File: src/rtl/sm3_pkg.sv
// ----------------------------------------------------------------------------
// sm3_pkg
// shared types, constants and bit functions of the sm3 hash engine
// ----------------------------------------------------------------------------
package sm3_pkg;

   // sequencer states, one-hot
   typedef enum logic [3:0] {
      ST_IDLE  = 4'b0001,
      ST_ROUND = 4'b0010,
      ST_PAD   = 4'b0100,
      ST_OUT   = 4'b1000
   } state_type;

   typedef logic [31:0] word_type;

   localparam word_type T_LOW    = 32'h79CC4519;
   localparam word_type T_HIGH   = 32'h7A879D8A;
   localparam logic [7:0] PAD_BYTE = 8'h80;

   localparam word_type SM3_IV [8] = '{
      32'h7380166F, 32'h4914B2B9, 32'h172442D7, 32'hDA8A0600,
      32'hA96F30BC, 32'h163138AA, 32'hE38DEE4D, 32'hB0FB0E4E
   };

   // rotate left by 0..31
   function automatic word_type rotl(input word_type x, input logic [4:0] n);
      logic [63:0] d;
      d = {x, x} << n;
      return d[63:32];
   endfunction

   function automatic word_type perm0(input word_type x);
      return x ^ rotl(x, 5'd9) ^ rotl(x, 5'd17);
   endfunction

   function automatic word_type perm1(input word_type x);
      return x ^ rotl(x, 5'd15) ^ rotl(x, 5'd23);
   endfunction

endpackage

File: src/rtl/sm3_hash_engine.sv
// ----------------------------------------------------------------------------
// sm3_hash_engine
// sm3 hash (256-bit digest) over a stream of big-endian 32-bit words
// ----------------------------------------------------------------------------
// A message arrives one word per req transaction, first byte in bits 31..24.
// The final word carries last_word and a count of valid high bytes (0 to 4,
// larger counts read as 4); bytes past that count are ignored. A plain word is
// taken whenever the engine is idle. Every sixteenth word starts a compression
// of 64 rounds, one round per cycle on a single shared round unit with the
// message schedule expanded on the fly in a 16-word shift window; the engine
// holds req_stall high while it runs. After the last word the sequencer pushes
// the 0x80 byte if the last word was full, zero words and the 64-bit bit
// length one word per cycle outside compressions, runs one or two more
// compressions, then offers the digest as eight rsp transactions, index 0
// first, digest_last on the eighth. Once the eighth is taken the chaining
// value returns to the initial value and the next message may start. No input
// is taken while padding, compressing or returning the digest.
// ----------------------------------------------------------------------------
module sm3_hash_engine
   import sm3_pkg::*;
(
   input  logic        clock,
   input  logic        reset,
   // message words
   input  logic        req_valid,
   output logic        req_stall,
   input  logic [31:0] req_msg_word,
   input  logic [2:0]  req_word_bytes,
   input  logic        req_last_word,
   // digest words
   output logic        rsp_valid,
   input  logic        rsp_stall,
   output logic [31:0] rsp_digest_word,
   output logic [2:0]  rsp_digest_index,
   output logic        rsp_digest_last
);

   state_type   state_ff,  state_in;
   word_type    chain_ff [8];      // chaining value
   word_type    chain_in [8];
   word_type    round_ff [8];      // working words a..h
   word_type    round_in [8];
   word_type    win_ff   [16];     // block buffer, then schedule window w[j..j+15]
   word_type    win_in   [16];
   logic [5:0]  ridx_ff,   ridx_in;     // round number
   logic [3:0]  count_ff,  count_in;    // words gathered in the block
   logic [63:0] bitlen_ff, bitlen_in;
   logic        pad_act_ff, pad_act_in; // message closing, padding in flight
   logic        need80_ff,  need80_in;  // 0x80 word still owed after a full last word
   logic        lenhi_ff,   lenhi_in;   // high length word already pushed
   logic [2:0]  oidx_ff,    oidx_in;    // digest word on offer

   logic        push_en;
   word_type    push_data;
   logic [2:0]  nbytes;
   word_type    last_data;

   // round unit signals
   word_type    ra, rb, rc, rd, re, rf, rg, rh;
   word_type    t_rot, a12, ss1, ss2, ff_v, gg_v, tt1, tt2, w_new;
   logic        early;

   // clamp the byte count and place the padding byte after the valid bytes
   always_comb begin
      nbytes = (req_word_bytes > 3'd4) ? 3'd4 : req_word_bytes;
      case (nbytes)
         3'd0:    last_data = {PAD_BYTE, 24'h0};
         3'd1:    last_data = {req_msg_word[31:24], PAD_BYTE, 16'h0};
         3'd2:    last_data = {req_msg_word[31:16], PAD_BYTE, 8'h0};
         3'd3:    last_data = {req_msg_word[31:8], PAD_BYTE};
         default: last_data = req_msg_word;
      endcase
   end

   // one sm3 round plus one step of the message expansion
   always_comb begin
      ra    = round_ff[0];
      rb    = round_ff[1];
      rc    = round_ff[2];
      rd    = round_ff[3];
      re    = round_ff[4];
      rf    = round_ff[5];
      rg    = round_ff[6];
      rh    = round_ff[7];
      early = (ridx_ff < 6'd16);
      t_rot = rotl(early ? T_LOW : T_HIGH, ridx_ff[4:0]);
      a12   = rotl(ra, 5'd12);
      ss1   = rotl(a12 + re + t_rot, 5'd7);
      ss2   = ss1 ^ a12;
      ff_v  = early ? (ra ^ rb ^ rc) : ((ra & rb) | (ra & rc) | (rb & rc));
      gg_v  = early ? (re ^ rf ^ rg) : ((re & rf) | (~re & rg));
      tt1   = ff_v + rd + ss2 + (win_ff[0] ^ win_ff[4]);
      tt2   = gg_v + rh + ss1 + win_ff[0];
      w_new = perm1(win_ff[0] ^ win_ff[7] ^ rotl(win_ff[13], 5'd15))
            ^ rotl(win_ff[3], 5'd7) ^ win_ff[10];
   end

   // sequencer
   always_comb begin
      state_in   = state_ff;
      chain_in   = chain_ff;
      round_in   = round_ff;
      win_in     = win_ff;
      ridx_in    = ridx_ff;
      count_in   = count_ff;
      bitlen_in  = bitlen_ff;
      pad_act_in = pad_act_ff;
      need80_in  = need80_ff;
      lenhi_in   = lenhi_ff;
      oidx_in    = oidx_ff;
      push_en    = 1'b0;
      push_data  = '0;

      case (state_ff)
         ST_IDLE: begin
            if (req_valid) begin
               push_en = 1'b1;
               if (!req_last_word) begin
                  push_data = req_msg_word;
                  bitlen_in = bitlen_ff + 64'd32;
               end else begin
                  push_data  = last_data;
                  bitlen_in  = bitlen_ff + {58'd0, nbytes, 3'd0};
                  pad_act_in = 1'b1;
                  lenhi_in   = 1'b0;
                  need80_in  = (nbytes == 3'd4);
                  state_in   = ST_PAD;
               end
            end
         end
         ST_ROUND: begin
            round_in[0] = tt1;
            round_in[1] = ra;
            round_in[2] = rotl(rb, 5'd9);
            round_in[3] = rc;
            round_in[4] = perm0(tt2);
            round_in[5] = re;
            round_in[6] = rotl(rf, 5'd19);
            round_in[7] = rg;
            for (int i = 0; i < 15; i++) begin
               win_in[i] = win_ff[i+1];
            end
            win_in[15] = w_new;
            ridx_in    = ridx_ff + 6'd1;
            if (ridx_ff == 6'd63) begin
               // fold the last round straight into the chaining value
               for (int i = 0; i < 8; i++) begin
                  chain_in[i] = chain_ff[i] ^ round_in[i];
               end
               ridx_in = '0;
               if (!pad_act_ff) begin
                  state_in = ST_IDLE;
               end else if (lenhi_ff) begin
                  state_in = ST_OUT;
                  oidx_in  = '0;
               end else begin
                  state_in = ST_PAD;
               end
            end
         end
         ST_PAD: begin
            push_en = 1'b1;
            if (need80_ff) begin
               push_data = {PAD_BYTE, 24'h0};
               need80_in = 1'b0;
            end else if (count_ff == 4'd14) begin
               push_data = bitlen_ff[63:32];
               lenhi_in  = 1'b1;
            end else if (lenhi_ff) begin
               push_data = bitlen_ff[31:0];
            end else begin
               push_data = '0;
            end
         end
         ST_OUT: begin
            if (!rsp_stall) begin
               oidx_in = oidx_ff + 3'd1;
               if (oidx_ff == 3'd7) begin
                  // back to the initial value for the next message
                  chain_in   = SM3_IV;
                  bitlen_in  = '0;
                  pad_act_in = 1'b0;
                  lenhi_in   = 1'b0;
                  state_in   = ST_IDLE;
               end
            end
         end
         default: begin
            state_in = ST_IDLE;
         end
      endcase

      // word into the block; the sixteenth starts a compression
      if (push_en) begin
         for (int i = 0; i < 15; i++) begin
            win_in[i] = win_ff[i+1];
         end
         win_in[15] = push_data;
         if (count_ff == 4'd15) begin
            count_in = '0;
            round_in = chain_ff;
            ridx_in  = '0;
            state_in = ST_ROUND;
         end else begin
            count_in = count_ff + 4'd1;
         end
      end
   end

   always_ff @(posedge clock) begin
      if (reset) begin
         state_ff   <= ST_IDLE;
         chain_ff   <= SM3_IV;
         ridx_ff    <= '0;
         count_ff   <= '0;
         bitlen_ff  <= '0;
         pad_act_ff <= 1'b0;
         need80_ff  <= 1'b0;
         lenhi_ff   <= 1'b0;
         oidx_ff    <= '0;
      end else begin
         state_ff   <= state_in;
         chain_ff   <= chain_in;
         ridx_ff    <= ridx_in;
         count_ff   <= count_in;
         bitlen_ff  <= bitlen_in;
         pad_act_ff <= pad_act_in;
         need80_ff  <= need80_in;
         lenhi_ff   <= lenhi_in;
         oidx_ff    <= oidx_in;
      end
   end

   // block window and working words carry no control meaning
   always_ff @(posedge clock) begin
      win_ff   <= win_in;
      round_ff <= round_in;
   end

   // only an idle engine takes a word
   assign req_stall        = (state_ff != ST_IDLE);
   assign rsp_valid        = (state_ff == ST_OUT);
   assign rsp_digest_word  = chain_ff[oidx_ff];
   assign rsp_digest_index = oidx_ff;
   assign rsp_digest_last  = (oidx_ff == 3'd7);

`ifndef SYNTHESIS
   // rounds only count while compressing
   a_ridx_round: assert property (@(posedge clock) disable iff (reset)
      (ridx_ff != 6'd0) |-> (state_ff == ST_ROUND))
      else $error("round counter running outside a compression");

   // the block count stays empty throughout a compression
   a_count_round: assert property (@(posedge clock) disable iff (reset)
      (state_ff == ST_ROUND) |-> (count_ff == 4'd0))
      else $error("words counted during a compression");

   // never take a word while a digest is on offer
   a_no_overlap: assert property (@(posedge clock) disable iff (reset)
      !req_stall |-> !rsp_valid)
      else $error("input open while digest pending");

   // the final digest transaction restarts the chaining value and length
   a_restart: assert property (@(posedge clock) disable iff (reset)
      (rsp_valid && !rsp_stall && rsp_digest_last)
         |=> (bitlen_ff == 64'd0 && chain_ff[0] == SM3_IV[0] && !pad_act_ff))
      else $error("engine not restarted after digest");

   // the high length word is only pushed once padding is under way
   a_lenhi_pad: assert property (@(posedge clock) disable iff (reset)
      lenhi_ff |-> pad_act_ff)
      else $error("length word pushed outside padding");
`endif

endmodule

File: config.mk
export PLATFORM = sky130hd
export DESIGN_NAME = sm3_hash_engine
export DESIGN_NICKNAME = d
export VERILOG_FILES = /design/src/rtl/sm3_pkg.sv /design/src/rtl/sm3_hash_engine.sv
export SDC_FILE = /design/constraint.sdc
export NUM_CORES = 2
export LEC_CHECK = 0
export BUFFER_PORTS_ARGS = -buffer_cell sky130_fd_sc_hd__clkbuf_2
export CORE_UTILIZATION = 58
export DETAILED_ROUTE_END_ITERATION = 12
export PLACE_DENSITY = 0.74
export REMOVE_ABC_BUFFERS = 1
export SETUP_SLACK_MARGIN = 0.5
export SLEW_MARGIN = 20
export SYNTH_ARGS = -nofsm -noshare
export SYNTH_HDL_FRONTEND = slang
export SYNTH_SLANG_ARGS = --single-unit
File: constraint.sdc
create_clock -name clock -period 21.9 [get_ports clock]
set_input_delay 3.285 -clock clock [delete_from_list [all_inputs] [get_ports clock]]
set_output_delay 3.285 -clock clock [all_outputs]
set_load 0.02 [all_outputs]
==> results.md <==
* Initial antenna violation count at 4
* I/O pin total at 78
* Switch Pwr at 1.58 mW
* Simple-gate area share of the yosys netlist at 13.6%
* RSZ-0062 raised after global routing: false
* Number of global-route vias before repair at 40474
* Worst EP required at between 20 and 25 ns
* Util after Layout at 63.9%
* Row count at 114
* Nets at 5935
* Combinational power share at 19.3%
* Final hold vios at 0
* Synth Register Bits at 1105
* Vias per inst at 6.16
* Pins Over Slew Limit at 0
* Slew Limit Headroom at 25.4%
* Adder and majority cell fraction of the synthesized area at 8.99%
* H-tree levels at 3
* Most used cell, CP: a21oi_1
* TritonCTS clock tree: done
* Unique masters post-synth at 88
* Root buffer cell: clkbuf_16
* Global route total overflow at 0
* CP top delay family: compound AO/OA/AOI/OAI gates
* FF/Latch Area at 27300 sq um
* Gate count of the mapped netlist at 5680
* EDFF count, synth at around 500
* First-pass GRT wire length at 259000 microns
* Ys flop type: dfxtp_1
* Clk slew on worst S/H paths at ~0.080 ns
* Top-count cell post-synth: nand2_1
* Critical path launch point: ridx_ff[4]
* Chip height at 316 microns
* Crit Path Class: flip-flop to flip-flop
* Switch share at between 20% and 30%
* # hold bufs at CTS at 0
* VDD IR max at 0.0900 mV
* Power Density at 87.9 nW/um^2
* TritonCTS buffer count at roughly 110
* Leakage power total at 24.3 nW
* Least-Margin Pin Slew at around 1.1 ns
* Synth top area share at 27.0%
* Flop pwr share at between 40 and 50%
* CP max-delay cell: buf_4
* DRT antenna net count at 0
* DR iter-0 viols at slightly above 5000
* Fillers at 7655
* Drt drc at 0
* Largest net degree at the start of global routing at 198
* Power Internal at 3.88 mW
* Largest stage delay on the critical path at approximately 0.84 ns
* Placement Cell Area at approximately 58000 sq um
* Setup TNS at 0 ns
* Starting Density at 58.8%
* Clock Sinks at roughly 1100
* Ys Warns at 0
* Die W at 316 microns
* Startpoint type of the worst setup path: flip-flop
* Post-synthesis mux area share at 4.62%
* Die Footprint at 99500 sq um
* Routed len/inst at 25.3 microns
* Data arrival, critical path at 11.59 ns
* Cell Area, Synth at about 57000 sq um
* Synth area leader: edfxtp_1
* Post-DP HPWL at 127000 microns
* Achievable Freq at around 0.09 GHz
* Status: finished, final reports clean
* Worst-skew pair later-pin latency at 0.74 ns
* Most frequent cells after synthesis: nand2_1, dfxtp_1, nor2_1
* Port Buffers at 77
* Pwr Total at 5.45 mW
* Max clock buf depth at 3
* Post-Synth XOR/XNOR Area at under 10%
* Clk pwr share at 36.3%
* Reg2Reg Setup Slack at ~11 ns
* Post-synthesis average cell area at 10.0 sq um
* Final setup skew at 0.0334 ns
* Post-Route WL at 176000 microns
* P&R area growth vs syn at 8.76%
* Main area contributors after synthesis: edfxtp_1, dfxtp_1, fa_1
* Total number of vias at 42926
* Final setup fails at 0
* Core Area at 97000 sq um
* Fraction of registers with async set/reset at 0%
* Critical path fanouts, max at just under 90
* Drt pass-1 iters at 9
* Crit path capture type: flip-flop
* Register area share after synthesis at 47.8%
* # Post-CTS Setup Buffers at 0
* Share of cells above drive strength 1 at 8.03%
* Global placement routability congestion at 1.02
* Max_cap viols at 0
* Post-route cell area at 62000 sq um
* CTS resizes at 0
* Tmin final at 10.96 ns
* Fin crit share at between 50% and 60%
* All-layer global routing usage at 35.4%
* Hold crit path type: flip-flop to flip-flop
* Hold path start: win_ff[42]
* Buf/Inv on CP at 6
* Area of the multi-input gates at 27600 sq um
* Compound-cell area share of the yosys netlist at 11.7%
* Reg-to-reg startpoint: ridx_ff[4]
* Hold_ws at 0.412 ns
* Largest family of logic cells by synthesized area: simple AND/OR/NAND/NOR gates
worst reg2reg max path, delay by kind of cell (launching register included):
kind                     cells  cell delay [ns]
adder cells (fa/ha/maj)      6             2.55
XOR/XNOR                     2             0.38
flip-flops                   1             0.32
multiplexers                 1             0.16
AND/OR/NAND/NOR              5             1.30
buffers and inverters        6             1.92
AO/OA/AOI/OAI               17             4.22
state kept, by name, summed over array words and instances, names as in the netlist, 3 cells and up:
| signal | cells |
|---|---|
| ra | 32 |
| rh | 32 |
| re | 32 |
| count_ff | 4 |
| ridx_ff | 6 |
| rg | 32 |
| rsp_digest_index | 3 |
| state_ff | 4 |
| rc | 32 |
| rd | 32 |
| chain_ff | 256 |
| rb | 32 |
| rf | 32 |
| win_ff | 512 |
| bitlen_ff | 61 |
cell families (layout without fill, tap and decap cells):
logic type                 after synthesis  count (layout)
AOI/OAI and AO/OA                     1148            1148
xor gates and xnor gates               585             585
adders and majority gates              296             296
buffers and inverters                  582             592
DFF                                   1105            1105
muxes                                  174             174
other                                    0               2
and+or+nand+nor                       1790            1790
power groups by stage:
stage | Clock (mW) | Sequential [mW] | Combinational [mW]
finish | 1.98 | 2.43 | 1.05
global route | 2.07 | 2.43 | 1.11
CTS | 1.99 | 2.42 | 1.04
detailed placement | 0 | 2.47 | 1.03
global placement | 0 | 2.46 | 1.02
floorplan | 0 | 2.48 | 0.708
final cells by class:
type,count,area share (%)
Timing Repair Buffer,123,1.26
Multi-Input combinational cell,3993,44.5
Antenna cell,2,0.00807
Tap cell,1276,2.57
Clock buffer,152,5.02
Inverter,267,1.62
Clock inverter,50,1.09
Sequential cell,1105,44.0
worst paths after layout:
path,to,cells past startpoint
worst max register to register,chain_ff[97],37
worst min register to register,win_ff[74],0
worst min-delay path,win_ff[74],0
worst max-delay path,chain_ff[97],37
per-layer routing:
layer | global-route usage [%] | wire length [microns] | vias up
met5 | 0 | 51 | -
met4 | 23.0 | 13300 | 8
met3 | 5.52 | 13900 | 427
met2 | 56.4 | 81700 | 1978
met1 | 45.1 | 67400 | 21050
li1 | - | - | 19463
cells in the final DEF, fill, tap and decap left out, types with 18 or more instances in the layout:
cell type,instances
nand2_1,754
dfxtp_1,589
nor2_1,559
edfxtp_1,512
a21oi_1,375
o21ai_0,343
xnor2_1,328
inv_1,264
xor2_1,243
a31oi_1,239
fa_1,189
and3_1,130
clkbuf_16,112
nand3_1,107
ha_1,107
clkbuf_2,77
mux4_2,66
nor3_1,63
mux2_2,55
mux2i_1,53
or3_1,47
buf_4,42
a21o_1,41
a211oi_1,29
clkbuf_1,24
nand2b_1,22
nand4_1,21
nor2b_1,19
o211ai_1,18
through the flow:
stage | cells | setup slack (ns)
after CTS | 6966 | 11.18
after floorplan | 5365 | -3.66
final | 6968 | 10.94
after detailed placement | 6764 | 11.24
after global routing | 6966 | 10.24
after global placement | 6764 | 11.34
Power figures use the tool's default switching activity.
